**src/rtl/e2c_pkg.sv**
```systemverilog
`default_nettype none
package e2c_pkg;

  localparam int unsigned EPOCH_W    = 32;
  localparam int unsigned SEC_DAY    = 86400;
  localparam int unsigned SEC_HOUR   = 3600;
  localparam int unsigned SEC_MIN    = 60;
  localparam int unsigned DAYS_WEEK  = 7;
  localparam int unsigned JDN_EPOCH  = 2440588;
  localparam int unsigned JDN_OFS    = 32044;
  localparam int unsigned DAYS_400Y  = 146097;
  localparam int unsigned DAYS_4Y    = 1461;
  localparam int unsigned MDAY_153   = 153;
  localparam int unsigned YEAR_BASE  = 4800;
  localparam int unsigned YEAR_REF   = 2000;
  // march-based month index at which january starts
  localparam int unsigned MON_JAN    = 10;

  // day of a march-based year on which month m begins, (153 m + 2) / 5
  function automatic logic [8:0] mar_day_offset(input logic [3:0] m);
    logic [8:0] ofs;
    case (m)
      4'd0:    ofs = 9'd0;
      4'd1:    ofs = 9'd31;
      4'd2:    ofs = 9'd61;
      4'd3:    ofs = 9'd92;
      4'd4:    ofs = 9'd122;
      4'd5:    ofs = 9'd153;
      4'd6:    ofs = 9'd184;
      4'd7:    ofs = 9'd214;
      4'd8:    ofs = 9'd245;
      4'd9:    ofs = 9'd275;
      4'd10:   ofs = 9'd306;
      4'd11:   ofs = 9'd337;
      default: ofs = 9'd0;
    endcase
    return ofs;
  endfunction

endpackage
`default_nettype wire

```
**src/rtl/epoch_to_calendar.sv**
```systemverilog
`default_nettype none
// channel   direction  handshake        payload
// command   in         start_i/busy_o   epoch_seconds_i
// result    out        done_o strobe    year, month, day, weekday, hour, minute, second
//
// fully pipelined: one item per cycle
// the pipeline is the chain days -> century -> year in century -> month,
// each constant divider three stages deep
// busy_o is always low; done_o is high for one cycle per item
// the receiver cannot stall, so the pipeline never holds
// reset clears only the valid bits; no clearing pass
module epoch_to_calendar (
  input  wire logic                         clk_i,
  input  wire logic                         rst_ni,
  input  wire logic                         start_i,
  output logic                              busy_o,
  input  wire logic [e2c_pkg::EPOCH_W-1:0]  epoch_seconds_i,
  output logic                              done_o,
  output logic signed [7:0]                 year_since_2000_o,
  output logic      [3:0]                   month_number_o,
  output logic      [4:0]                   day_of_month_o,
  output logic      [2:0]                   weekday_index_o,
  output logic      [4:0]                   hour_of_day_o,
  output logic      [5:0]                   minute_of_hour_o,
  output logic      [5:0]                   second_of_minute_o
);
  import e2c_pkg::*;

  localparam int unsigned DAY_W  = $clog2(((64'd1 << EPOCH_W) / SEC_DAY) + 1);
  localparam int unsigned TOD_W  = $clog2(SEC_DAY);
  localparam int unsigned HR_W   = $clog2(((64'd1 << TOD_W) / SEC_HOUR) + 1);
  localparam int unsigned HRR_W  = $clog2(SEC_HOUR);
  localparam int unsigned MN_W   = $clog2(((64'd1 << HRR_W) / SEC_MIN) + 1);
  localparam int unsigned SC_W   = $clog2(SEC_MIN);
  localparam int unsigned WK_W   = $clog2(DAYS_WEEK);
  localparam int unsigned WD_OFS = JDN_EPOCH % DAYS_WEEK;
  localparam int unsigned A_OFS  = JDN_EPOCH + JDN_OFS;
  localparam int unsigned A_W    = $clog2(A_OFS + (64'd1 << DAY_W));
  localparam int unsigned B_LO   = (4 * A_OFS + 3) / DAYS_400Y;
  localparam longint unsigned B1_LIM = longint'(B_LO + 1) * DAYS_400Y;
  localparam longint unsigned B2_LIM = longint'(B_LO + 2) * DAYS_400Y;
  localparam longint unsigned C_OFS0 = (longint'(B_LO) * DAYS_400Y) / 4;
  localparam longint unsigned C_OFS1 = (longint'(B_LO + 1) * DAYS_400Y) / 4;
  localparam longint unsigned C_OFS2 = (longint'(B_LO + 2) * DAYS_400Y) / 4;
  localparam int unsigned C_W    = $clog2(DAYS_400Y / 4 + 2);
  localparam int unsigned X4_W   = C_W + 2;
  localparam int unsigned DQ_W   = $clog2(((64'd1 << X4_W) / DAYS_4Y) + 1);
  localparam int unsigned E_W    = $clog2(DAYS_4Y / 4 + 1);
  localparam int unsigned T_W    = E_W + 3;
  localparam int unsigned MQ_W   = $clog2(((64'd1 << T_W) / MDAY_153) + 1);
  localparam int          Y_OFS  = 100 * int'(B_LO) - int'(YEAR_BASE) - int'(YEAR_REF);
  localparam int unsigned LAT    = 14;

  // stage 3: day count and time of day
  logic             v3;
  logic [DAY_W-1:0] days3;
  logic [TOD_W-1:0] tod3;

  e2c_cdiv #(.W(EPOCH_W), .D(SEC_DAY)) u_day (
    .clk_i, .rst_ni,
    .valid_i (start_i),
    .num_i   (epoch_seconds_i),
    .valid_o (v3),
    .quot_o  (days3),
    .rem_o   (tod3)
  );

  // time of day
  logic [HR_W-1:0]  hour6;
  logic [HRR_W-1:0] sfh6;
  logic [MN_W-1:0]  min9;
  logic [SC_W-1:0]  sec9;
  logic             v6_t;
  logic [HR_W-1:0]  hour13;
  logic [MN_W-1:0]  min13;
  logic [SC_W-1:0]  sec13;

  e2c_cdiv #(.W(TOD_W), .D(SEC_HOUR)) u_hour (
    .clk_i, .rst_ni,
    .valid_i (v3),
    .num_i   (tod3),
    .valid_o (v6_t),
    .quot_o  (hour6),
    .rem_o   (sfh6)
  );

  e2c_cdiv #(.W(HRR_W), .D(SEC_MIN)) u_min (
    .clk_i, .rst_ni,
    .valid_i (v6_t),
    .num_i   (sfh6),
    .valid_o (),
    .quot_o  (min9),
    .rem_o   (sec9)
  );

  e2c_dly #(.W(HR_W), .N(7)) u_dly_hour (.clk_i, .d_i(hour6), .q_o(hour13));
  e2c_dly #(.W(MN_W + SC_W), .N(4)) u_dly_ms (
    .clk_i, .d_i({min9, sec9}), .q_o({min13, sec13})
  );

  // weekday from the day count
  logic [WK_W-1:0] wk6, wk13;

  e2c_cdiv #(.W(DAY_W), .D(DAYS_WEEK)) u_week (
    .clk_i, .rst_ni,
    .valid_i (v3),
    .num_i   (days3),
    .valid_o (),
    .quot_o  (),
    .rem_o   (wk6)
  );

  e2c_dly #(.W(WK_W), .N(7)) u_dly_wk (.clk_i, .d_i(wk6), .q_o(wk13));

  // stage 4: shifted day number and century select
  logic [A_W-1:0]  a_d, a_q;
  logic [A_W+1:0]  x4;
  logic            ge1_q, ge2_q;
  logic            v4_q;

  assign a_d = A_W'(days3) + A_W'(A_OFS);
  assign x4  = {a_d, 2'b11};

  // stage 5: day within the century
  logic [1:0]      bsel_d, bsel_q;
  logic [A_W-1:0]  cofs;
  logic [C_W-1:0]  c_d, c_q;
  logic            v5_q;

  always_comb begin
    bsel_d = 2'd0;
    cofs   = A_W'(C_OFS0);
    if (ge2_q) begin
      bsel_d = 2'd2;
      cofs   = A_W'(C_OFS2);
    end else if (ge1_q) begin
      bsel_d = 2'd1;
      cofs   = A_W'(C_OFS1);
    end
  end

  assign c_d = C_W'(a_q - cofs);

  // stage 8: year within the century
  logic            v8;
  logic [DQ_W-1:0] d8;
  logic [C_W-1:0]  c8;

  e2c_cdiv #(.W(X4_W), .D(DAYS_4Y)) u_yic (
    .clk_i, .rst_ni,
    .valid_i (v5_q),
    .num_i   ({c_q, 2'b11}),
    .valid_o (v8),
    .quot_o  (d8),
    .rem_o   ()
  );

  e2c_dly #(.W(C_W), .N(3)) u_dly_c (.clk_i, .d_i(c_q), .q_o(c8));

  // stage 9: day within the march-based year
  logic [X4_W-1:0] yd;
  logic [E_W-1:0]  e_d, e_q;
  logic [DQ_W-1:0] d_q;
  logic            v9_q;

  assign yd  = X4_W'(d8) * X4_W'(DAYS_4Y);
  assign e_d = E_W'(c8 - C_W'(yd >> 2));

  // stage 10: month scaling
  logic [T_W-1:0]  t_d, t_q;
  logic [E_W-1:0]  e2_q;
  logic            v10_q;

  assign t_d = {e_q, 2'b00} + T_W'(e_q) + T_W'(2);

  // stage 13: march-based month
  logic            v13;
  logic [MQ_W-1:0] m13;
  logic [E_W-1:0]  e13;
  logic [DQ_W-1:0] d13;
  logic [1:0]      bsel13;

  e2c_cdiv #(.W(T_W), .D(MDAY_153)) u_mon (
    .clk_i, .rst_ni,
    .valid_i (v10_q),
    .num_i   (t_q),
    .valid_o (v13),
    .quot_o  (m13),
    .rem_o   ()
  );

  e2c_dly #(.W(E_W), .N(3)) u_dly_e (.clk_i, .d_i(e2_q), .q_o(e13));
  e2c_dly #(.W(DQ_W), .N(4)) u_dly_d (.clk_i, .d_i(d_q), .q_o(d13));
  e2c_dly #(.W(2), .N(8)) u_dly_b (.clk_i, .d_i(bsel_q), .q_o(bsel13));

  // stage 14: output register
  logic        jan_feb;
  logic [7:0]  year_d;
  logic [3:0]  month_d;
  logic [8:0]  mday_full;
  logic [3:0]  wk_sum;
  logic [2:0]  wd_d;
  logic        v14_q;

  // march-based index: march is 0, so months before january add three
  assign jan_feb   = m13 >= MQ_W'(MON_JAN);
  assign month_d   = jan_feb ? 4'(m13) - 4'(MON_JAN - 1) : 4'(m13) + 4'(13 - MON_JAN);
  assign mday_full = 9'(e13) - mar_day_offset(4'(m13)) + 9'd1;
  assign year_d    = 8'(Y_OFS) + 8'(8'(bsel13) * 8'd100) + 8'(d13) + 8'(jan_feb);
  assign wk_sum    = 4'(wk13) + 4'(WD_OFS);
  assign wd_d      = (wk_sum >= 4'(DAYS_WEEK)) ? 3'(wk_sum - 4'(DAYS_WEEK)) : 3'(wk_sum);

  always_ff @(posedge clk_i or negedge rst_ni) begin
    if (!rst_ni) begin
      v4_q  <= 1'b0;
      v5_q  <= 1'b0;
      v9_q  <= 1'b0;
      v10_q <= 1'b0;
      v14_q <= 1'b0;
    end else begin
      v4_q  <= v3;
      v5_q  <= v4_q;
      v9_q  <= v8;
      v10_q <= v9_q;
      v14_q <= v13;
    end
  end

  always_ff @(posedge clk_i) begin
    a_q                <= a_d;
    ge1_q              <= x4 >= (A_W+2)'(B1_LIM);
    ge2_q              <= x4 >= (A_W+2)'(B2_LIM);
    bsel_q             <= bsel_d;
    c_q                <= c_d;
    e_q                <= e_d;
    d_q                <= d8;
    t_q                <= t_d;
    e2_q               <= e_q;
    year_since_2000_o  <= year_d;
    month_number_o     <= month_d;
    day_of_month_o     <= 5'(mday_full);
    weekday_index_o    <= wd_d;
    hour_of_day_o      <= 5'(hour13);
    minute_of_hour_o   <= 6'(min13);
    second_of_minute_o <= 6'(sec13);
  end

  assign busy_o = 1'b0;
  assign done_o = v14_q;

  // a strobe comes exactly one pipeline depth after each accepted item
  a_latency: assert property (@(posedge clk_i) disable iff (!rst_ni)
    (start_i && !busy_o) |-> ##LAT done_o)
    else $error("result strobe missing after accepted item");

  a_no_spurious: assert property (@(posedge clk_i) disable iff (!rst_ni)
    !start_i |-> ##LAT !done_o)
    else $error("result strobe without an accepted item");

  a_date_range: assert property (@(posedge clk_i) disable iff (!rst_ni)
    done_o |-> (month_number_o >= 4'd1 && month_number_o <= 4'd12 &&
                day_of_month_o >= 5'd1 && weekday_index_o <= 3'd6))
    else $error("date fields out of range");

  a_time_range: assert property (@(posedge clk_i) disable iff (!rst_ni)
    done_o |-> (hour_of_day_o <= 5'd23 && minute_of_hour_o <= 6'd59 &&
                second_of_minute_o <= 6'd59))
    else $error("time fields out of range");

endmodule
`default_nettype wire

```
**src/rtl/e2c_dly.sv**
```systemverilog
`default_nettype none
module e2c_dly #(
  parameter int unsigned W = 8,
  parameter int unsigned N = 2
) (
  input  wire logic         clk_i,
  input  wire logic [W-1:0] d_i,
  output logic      [W-1:0] q_o
);

  logic [W-1:0] sr_q [N];

  always_ff @(posedge clk_i) begin
    sr_q[0] <= d_i;
    for (int i = 1; i < int'(N); i++) begin
      sr_q[i] <= sr_q[i-1];
    end
  end

  assign q_o = sr_q[N-1];

endmodule
`default_nettype wire

```
**src/rtl/e2c_cdiv.sv**
```systemverilog
`default_nettype none
// divide by a constant in three stages: reciprocal estimate, back-multiply,
// one correction step
module e2c_cdiv #(
  parameter  int unsigned     W  = 16,
  parameter  int unsigned     D  = 10,
  localparam longint unsigned M  = (64'd1 << W) / D,
  localparam int unsigned     QW = $clog2(M + 1),
  localparam int unsigned     RW = $clog2(D),
  localparam int unsigned     NW = RW + 1
) (
  input  wire logic          clk_i,
  input  wire logic          rst_ni,
  input  wire logic          valid_i,
  input  wire logic [W-1:0]  num_i,
  output logic               valid_o,
  output logic      [QW-1:0] quot_o,
  output logic      [RW-1:0] rem_o
);

  logic [W+QW-1:0] prod;
  logic [QW-1:0]   q1_d, q1_q, q2_q;
  logic [NW-1:0]   x1_q, x2_q;
  logic [NW-1:0]   p_d, p_q;
  logic [NW-1:0]   r;
  logic            ge;
  logic [QW-1:0]   quot_d;
  logic [RW-1:0]   rem_d;
  logic [2:0]      v_q;

  // estimate is the true quotient or one less
  assign prod = (W+QW)'(num_i) * (W+QW)'(M);
  assign q1_d = prod[W+QW-1:W];

  // remainder stays below twice the divisor, so the low bits suffice
  assign p_d = NW'(q1_q) * NW'(D);

  assign r      = x2_q - p_q;
  assign ge     = r >= NW'(D);
  assign quot_d = q2_q + QW'(ge);
  assign rem_d  = ge ? RW'(r - NW'(D)) : RW'(r);

  always_ff @(posedge clk_i or negedge rst_ni) begin
    if (!rst_ni) begin
      v_q <= '0;
    end else begin
      v_q <= {v_q[1:0], valid_i};
    end
  end

  always_ff @(posedge clk_i) begin
    q1_q   <= q1_d;
    x1_q   <= NW'(num_i);
    q2_q   <= q1_q;
    x2_q   <= x1_q;
    p_q    <= p_d;
    quot_o <= quot_d;
    rem_o  <= rem_d;
  end

  assign valid_o = v_q[2];

endmodule
`default_nettype wire
```
**config.mk**
```make
export PLATFORM = sky130hd
export DESIGN_NAME = epoch_to_calendar
export DESIGN_NICKNAME = d
export VERILOG_FILES = /design/src/rtl/e2c_pkg.sv /design/src/rtl/epoch_to_calendar.sv /design/src/rtl/e2c_dly.sv /design/src/rtl/e2c_cdiv.sv
export SDC_FILE = /design/constraint.sdc
export NUM_CORES = 2
export LEC_CHECK = 0
export BUFFER_PORTS_ARGS = -buffer_cell sky130_fd_sc_hd__buf_4
export CORE_MARGIN = 2
export CORE_UTILIZATION = 42
export CTS_BUF_LIST = sky130_fd_sc_hd__clkbuf_8
export DETAILED_ROUTE_END_ITERATION = 8
export PLACE_DENSITY = 0.56
export SYNTH_ARGS = -nofsm -noshare
export SYNTH_HDL_FRONTEND = slang
export SYNTH_HIERARCHICAL = 1
export SYNTH_SLANG_ARGS = --single-unit
export TNS_END_PERCENT = 1
```
**constraint.sdc**
```tcl
create_clock -name clk_i -period 10.4 [get_ports clk_i]
set_clock_uncertainty 0.2 [all_clocks]
set_input_delay 3.12 -clock clk_i [delete_from_list [all_inputs] [get_ports clk_i]]
set_output_delay 3.12 -clock clk_i [all_outputs]
set_load 0.02 [all_outputs]
```
* After elaboration in Yosys (flattened, before gate mapping) *
Memories as Yosys holds them, arrays and structs flattened. A register that Yosys moved wholly into a read port is not among the register bits.
Index checks and enable logic that the tools add are counted.

operators by class
  add/sub/neg operators = 29
  multipliers = 14
  magnitude comparators = 10
  muxes and demuxes = 9

operators by type and width
  kind                                                                                   number
  24-bit greater-or-equal comparator, second input constant                              2
  32-bit by 15-bit multiplier with 47-bit output, second input constant                  1
  16-bit two-way mux                                                                     2
  18-bit by 8-bit multiplier with 26-bit output, second input constant                   1
  16-bit by 22-bit adder with 22-bit output, second input constant                       1
  17-bit by 4-bit multiplier with 21-bit output, second input constant                   1
  16-bit by 13-bit multiplier with 19-bit output, second input constant                  1
  18-bit by 17-bit greater-or-equal comparator with 1-bit output, second input constant  1
  18-bit subtractor                                                                      1
  9-bit subtractor                                                                       2
  12-bit by 5-bit multiplier with 17-bit output, second input constant                   1
  17-bit two-way mux                                                                     1
  17-bit subtractor, second input constant                                               1
  16-bit by 1-bit adder with 16-bit output                                               1
  8-bit by 1-bit adder with 8-bit output                                                 2
  12-bit by 4-bit multiplier with 16-bit output, second input constant                   1
  16-bit by 10-bit multiplier with 11-bit output, second input constant                  1
  16-bit subtractor                                                                      1
  13-bit by 12-bit greater-or-equal comparator with 1-bit output, second input constant  1
  13-bit subtractor                                                                      1
  11-bit by 9-bit adder with 12-bit output                                               1
  12-bit by 2-bit adder with 12-bit output, second input constant                        1
  12-bit by 11-bit greater-or-equal comparator with 1-bit output, second input constant  1
  8-bit by 11-bit multiplier with 12-bit output, second input constant                   1
  other kinds (31)                                                                       34

storage, ports and cells
  bits in registers = 448
  bits in writable memories = 238
  bits in read-only memories = 144
  bits of input ports = 35
  output and inout port bits = 39
  word-level logic and storage cells = 129
  memories = 8

memories
  name             words  bits a word  read ports  clocked after Yosys merged registers in  wr ports  line           source
  (no name shown)  16     9            1           1                                        0         e2c_pkg.sv:22  case (m)
  u_dly_ms.sr_q    4      13           4           1                                        4         e2c_dly.sv:11  logic [W-1:0] sr_q [N];
  u_dly_c.sr_q     3      16           3           0                                        3         e2c_dly.sv:11
  u_dly_hour.sr_q  7      6            7           1                                        7         e2c_dly.sv:11
  u_dly_d.sr_q     4      8            4           0                                        4         e2c_dly.sv:11
  u_dly_e.sr_q     3      9            3           0                                        3         e2c_dly.sv:11
  2 more memories  -      -            -           -                                        -         -

* Logic depth before layout (Yosys ltp) *
An unclocked memory read counts as a cell.

  depth after elaboration = 5
  gate-level depth with buffers = 21
  mapped depth without buffers = 21

* Hierarchy *
The synthesis kept the hierarchy.

modules (own cells, without submodules)
  module                 instances  cells an instance  area an instance (um^2)  sequential area each (um^2)
  e2c_cdiv at u_day      1          1108               11483.5                  2297.2
  e2c_cdiv at u_yic      1          598                6109.6                   1456.4
  epoch_to_calendar      1          523                5512.8                   2327.2
  e2c_cdiv at u_week     1          398                4060.1                   1196.1
  e2c_cdiv at u_hour     1          263                2940.3                   1276.2
  e2c_cdiv at u_mon      1          275                2872.8                   1016.0
  e2c_cdiv at u_min      1          169                1958.1                   975.9
  e2c_dly at u_dly_c     1          64                 1081.0                   960.9
  e2c_dly at u_dly_ms    1          52                 1041.0                   1041.0
  e2c_dly at u_dly_hour  1          42                 840.8                    840.8
  e2c_dly at u_dly_d     1          32                 640.6                    640.6
  e2c_dly at u_dly_e     1          36                 608.1                    540.5
  e2c_dly at u_dly_wk    1          21                 420.4                    420.4
  e2c_dly at u_dly_b     1          18                 335.3                    320.3

* Worst setup path after synthesis *
OpenSTA, ideal clock, no wires.

  path type = input to register
  start point = input port epoch_seconds_i[27] (netlist name)
  end point = register u_day.q1_q[15]
  library setup time = 0.072 ns
  data arrival time = 7.749 ns
  required time = 10.128 ns
  setup slack = 2.380 ns
  stages on the path = 19
  path buffers = 0
  cells stage by stage = inv_1 fa_1 inv_1 ha_1 ha_1 fa_1 fa_1 inv_1 fa_1 inv_1 ha_1 a21o_1 a21o_1 a221oi_1 nand2_1 o31ai_1 o2111ai_1 a21oi_1 xor2_1

on the way
  longest elaborated chain between the ends = 1

RTL lines
  what                                            line                     source
  from (decl)                                     epoch_to_calendar.sv:17  input wire logic [e2c_pkg::EPOCH_W-1:0] epoch_seconds_i,
  32-bit by 15-bit multiplier with 47-bit output  e2c_cdiv.sv:32           assign prod = (W+QW)'(num_i) * (W+QW)'(M);
  named net u_day.prod[47]                        e2c_cdiv.sv:21           logic [W+QW-1:0] prod;
  to (signal assigned)                            e2c_cdiv.sv:52           q1_q <= q1_d;
  to (decl)                                       e2c_cdiv.sv:22           logic [QW-1:0] q1_d, q1_q, q2_q;

The timed path passes the listed nets, and every way through them passes these cells.
A chain may end at the register's enable or synchronous reset.

* Final worst setup path *
  start point = input port epoch_seconds_i[26] (netlist name)
  end point = register u_day.q1_q[5]

Same word-level chain as after synthesis.

==> results.ini <==
[outcome]
status = completed

[clock_tree]
htreeDepth = 3
path_clk_slew_ns = 0.06
clock-sinks = 641
post_cts_buffers = 0
cts_hold_buffers = 0
clockBufferDepth = 3
clockRootBuffer = clkbuf_8
cts_buffers = 102
tritoncts = built
cts.repair.resized = 0
clock_latency_ns = 0.69

[sta]
fin_crit_ns = 8.10
setup_viol = 0
hold_violations = 0
max_slew_margin_pct = 55.0
rsz0062_at_grt = no
setup_tns_ns = 0
clock.fmax_mhz = 123
final.period_utilization_pct = 77.9
tightest_slew_ns = 0.666
drv_slew = 0

[global_route]
grt_pass1_vias = 21600
grt_max_degree = 17
antenna_found_initial = 1
grt_pass1_wl_um = 102000
globalRouteOverflowTotal = 0
grtUsageTotal_pct = 14.1

[die]
core_um2 = 84900
fp.dieH_um = 296
rows = 107
start_util_pct = 42.3
num_io_pins = 74
dieArea_um2 = 87800
die_w_um = 296

[critical_path]
cp-end-kind = register
cp_slowest_cell = fa_1
startpoint_type = primary input
cpPeakStageDelay_ns = 0.55
r2r_setup_slack_ns = 5.62
critPathMaxFanout = 5
crit_required_ns = 10.76
arrival_ns = 8.46
cp_cell_sequence = buf_4, inv_1, fa_1, inv_1, ha_1, ha_1, fa_1, fa_1, inv_1, fa_1, inv_1, ha_1, a21oi_1, o21ai_0, a221oi_1, nand2_1, o31ai_1, a21boi_0, mux2i_1, o211ai_1
crit_type = in -> reg

[drt]
firstDrtPassIters = 5
drtAntennaViolNets = 0
vias = 21400
first_iter_violations = 504
vias_per_cell = 4.62
wl_per_cell_um = 12.8
drc_errors = 0
finalWirelength_um = 59100

[final_layout]
fin_area_um2 = 40100
area_delta_synth_final_pct = 11.7
final_cell_mix = dfxtp_1, ha_1, inv_1, fa_1, xnor2_1
final_util_pct = 47.2
fin_cells = 4636
drive_gt1_share_pct = 9.02
nets = 4319
final_common_cell = dfxtp_1

[yosys]
synth_area_um2 = 35900
ys_warn_count = 6
syn_avg_cell_area_um2 = 11.0
syn_inst = 3260

[hold_path]
hp-class = reg -> reg

[placed_design]
dpl.hpwl_um = 47300
place_inst = 4450
place_area_um2 = 37600
io_buffers = 72
place_congestion = 0.847

[run]
drv_cap = 0

## registers in the layout, summed over array words and instances (netlist names), 15 cells and up
signal	flops
a_q	16
c_q	16
u_day/q1_q	16
u_day/q2_q	16
u_day/quot_o	16
u_day/rem_o	17
u_day/x1_q	18
u_day/x2_q	18
u_dly_b/sr_q	16
u_dly_c/sr_q	27
u_dly_d/sr_q	32
u_dly_e/sr_q	15
u_dly_hour/sr_q	35
u_dly_ms/sr_q	48
u_dly_wk/sr_q	21
## through the flow
step / hold WS [ns] / setup WS (ns)
2_1_floorplan: 0.110 / 2.38
3_3_place_gp: 0.110 / 1.62
3_5_place_dp: 0.112 / 1.63
4_1_cts: 0.0874 / 2.38
5_1_grt: 0.0946 / 1.97
6_report: 0.0914 / 2.30
## worst max-delay path: cells and delay by family
kind,cells,cell delay [ns]
adder cells (fa/ha/maj),7,3.02
AO/OA/AOI/OAI,6,1.65
buffers and inverters,5,0.36
multiplexers,1,0.19
AND/OR/NAND/NOR,1,0.12
## path summary, 6_finish.rpt
kind | from | endpoint | cells after the start
worst max-delay path | epoch_seconds_i[26] | u_day/q1_q[5]$_DFF_P_ | 20
worst min-delay path | u_dly_wk/sr_q[3][1]$_DFF_P_ | u_dly_wk/sr_q[4][1]$_DFF_P_ | 0
worst max register to register | c_q[4]$_DFF_P_ | u_yic/q1_q[2]$_DFF_P_ | 14
worst min register to register | u_dly_wk/sr_q[3][1]$_DFF_P_ | u_dly_wk/sr_q[4][1]$_DFF_P_ | 0
max in group asynchronous | rst_ni | u_yic/v_q[0]$_DFF_PN0_ | 1
min in group asynchronous | rst_ni | v5_q$_DFF_PN0_ | 1
## layer usage
metal	GRT usage (%)	share of wire (%)	up-vias
met2	24.8	49	208
met5	0	0	-
met3	2.17	2.9	95
met1	17.7	46	9949
met4	4.61	2.1	0
li1	-	-	11200
## cell type report
type / instances / area (µm²)
inverter: 598 / 2240
tap: 1144 / 1430
sequential: 641 / 12900
multi-input combinational: 1995 / 20500
antenna: 1 / 2.50
fill: 8028 / 44800
clock buffer: 131 / 1800
clock inverter: 54 / 604
timing repair buffer: 72 / 541
Power is not shown: default switching activity piles up to over one toggle a cycle in this logic, so the estimate is an artifact.
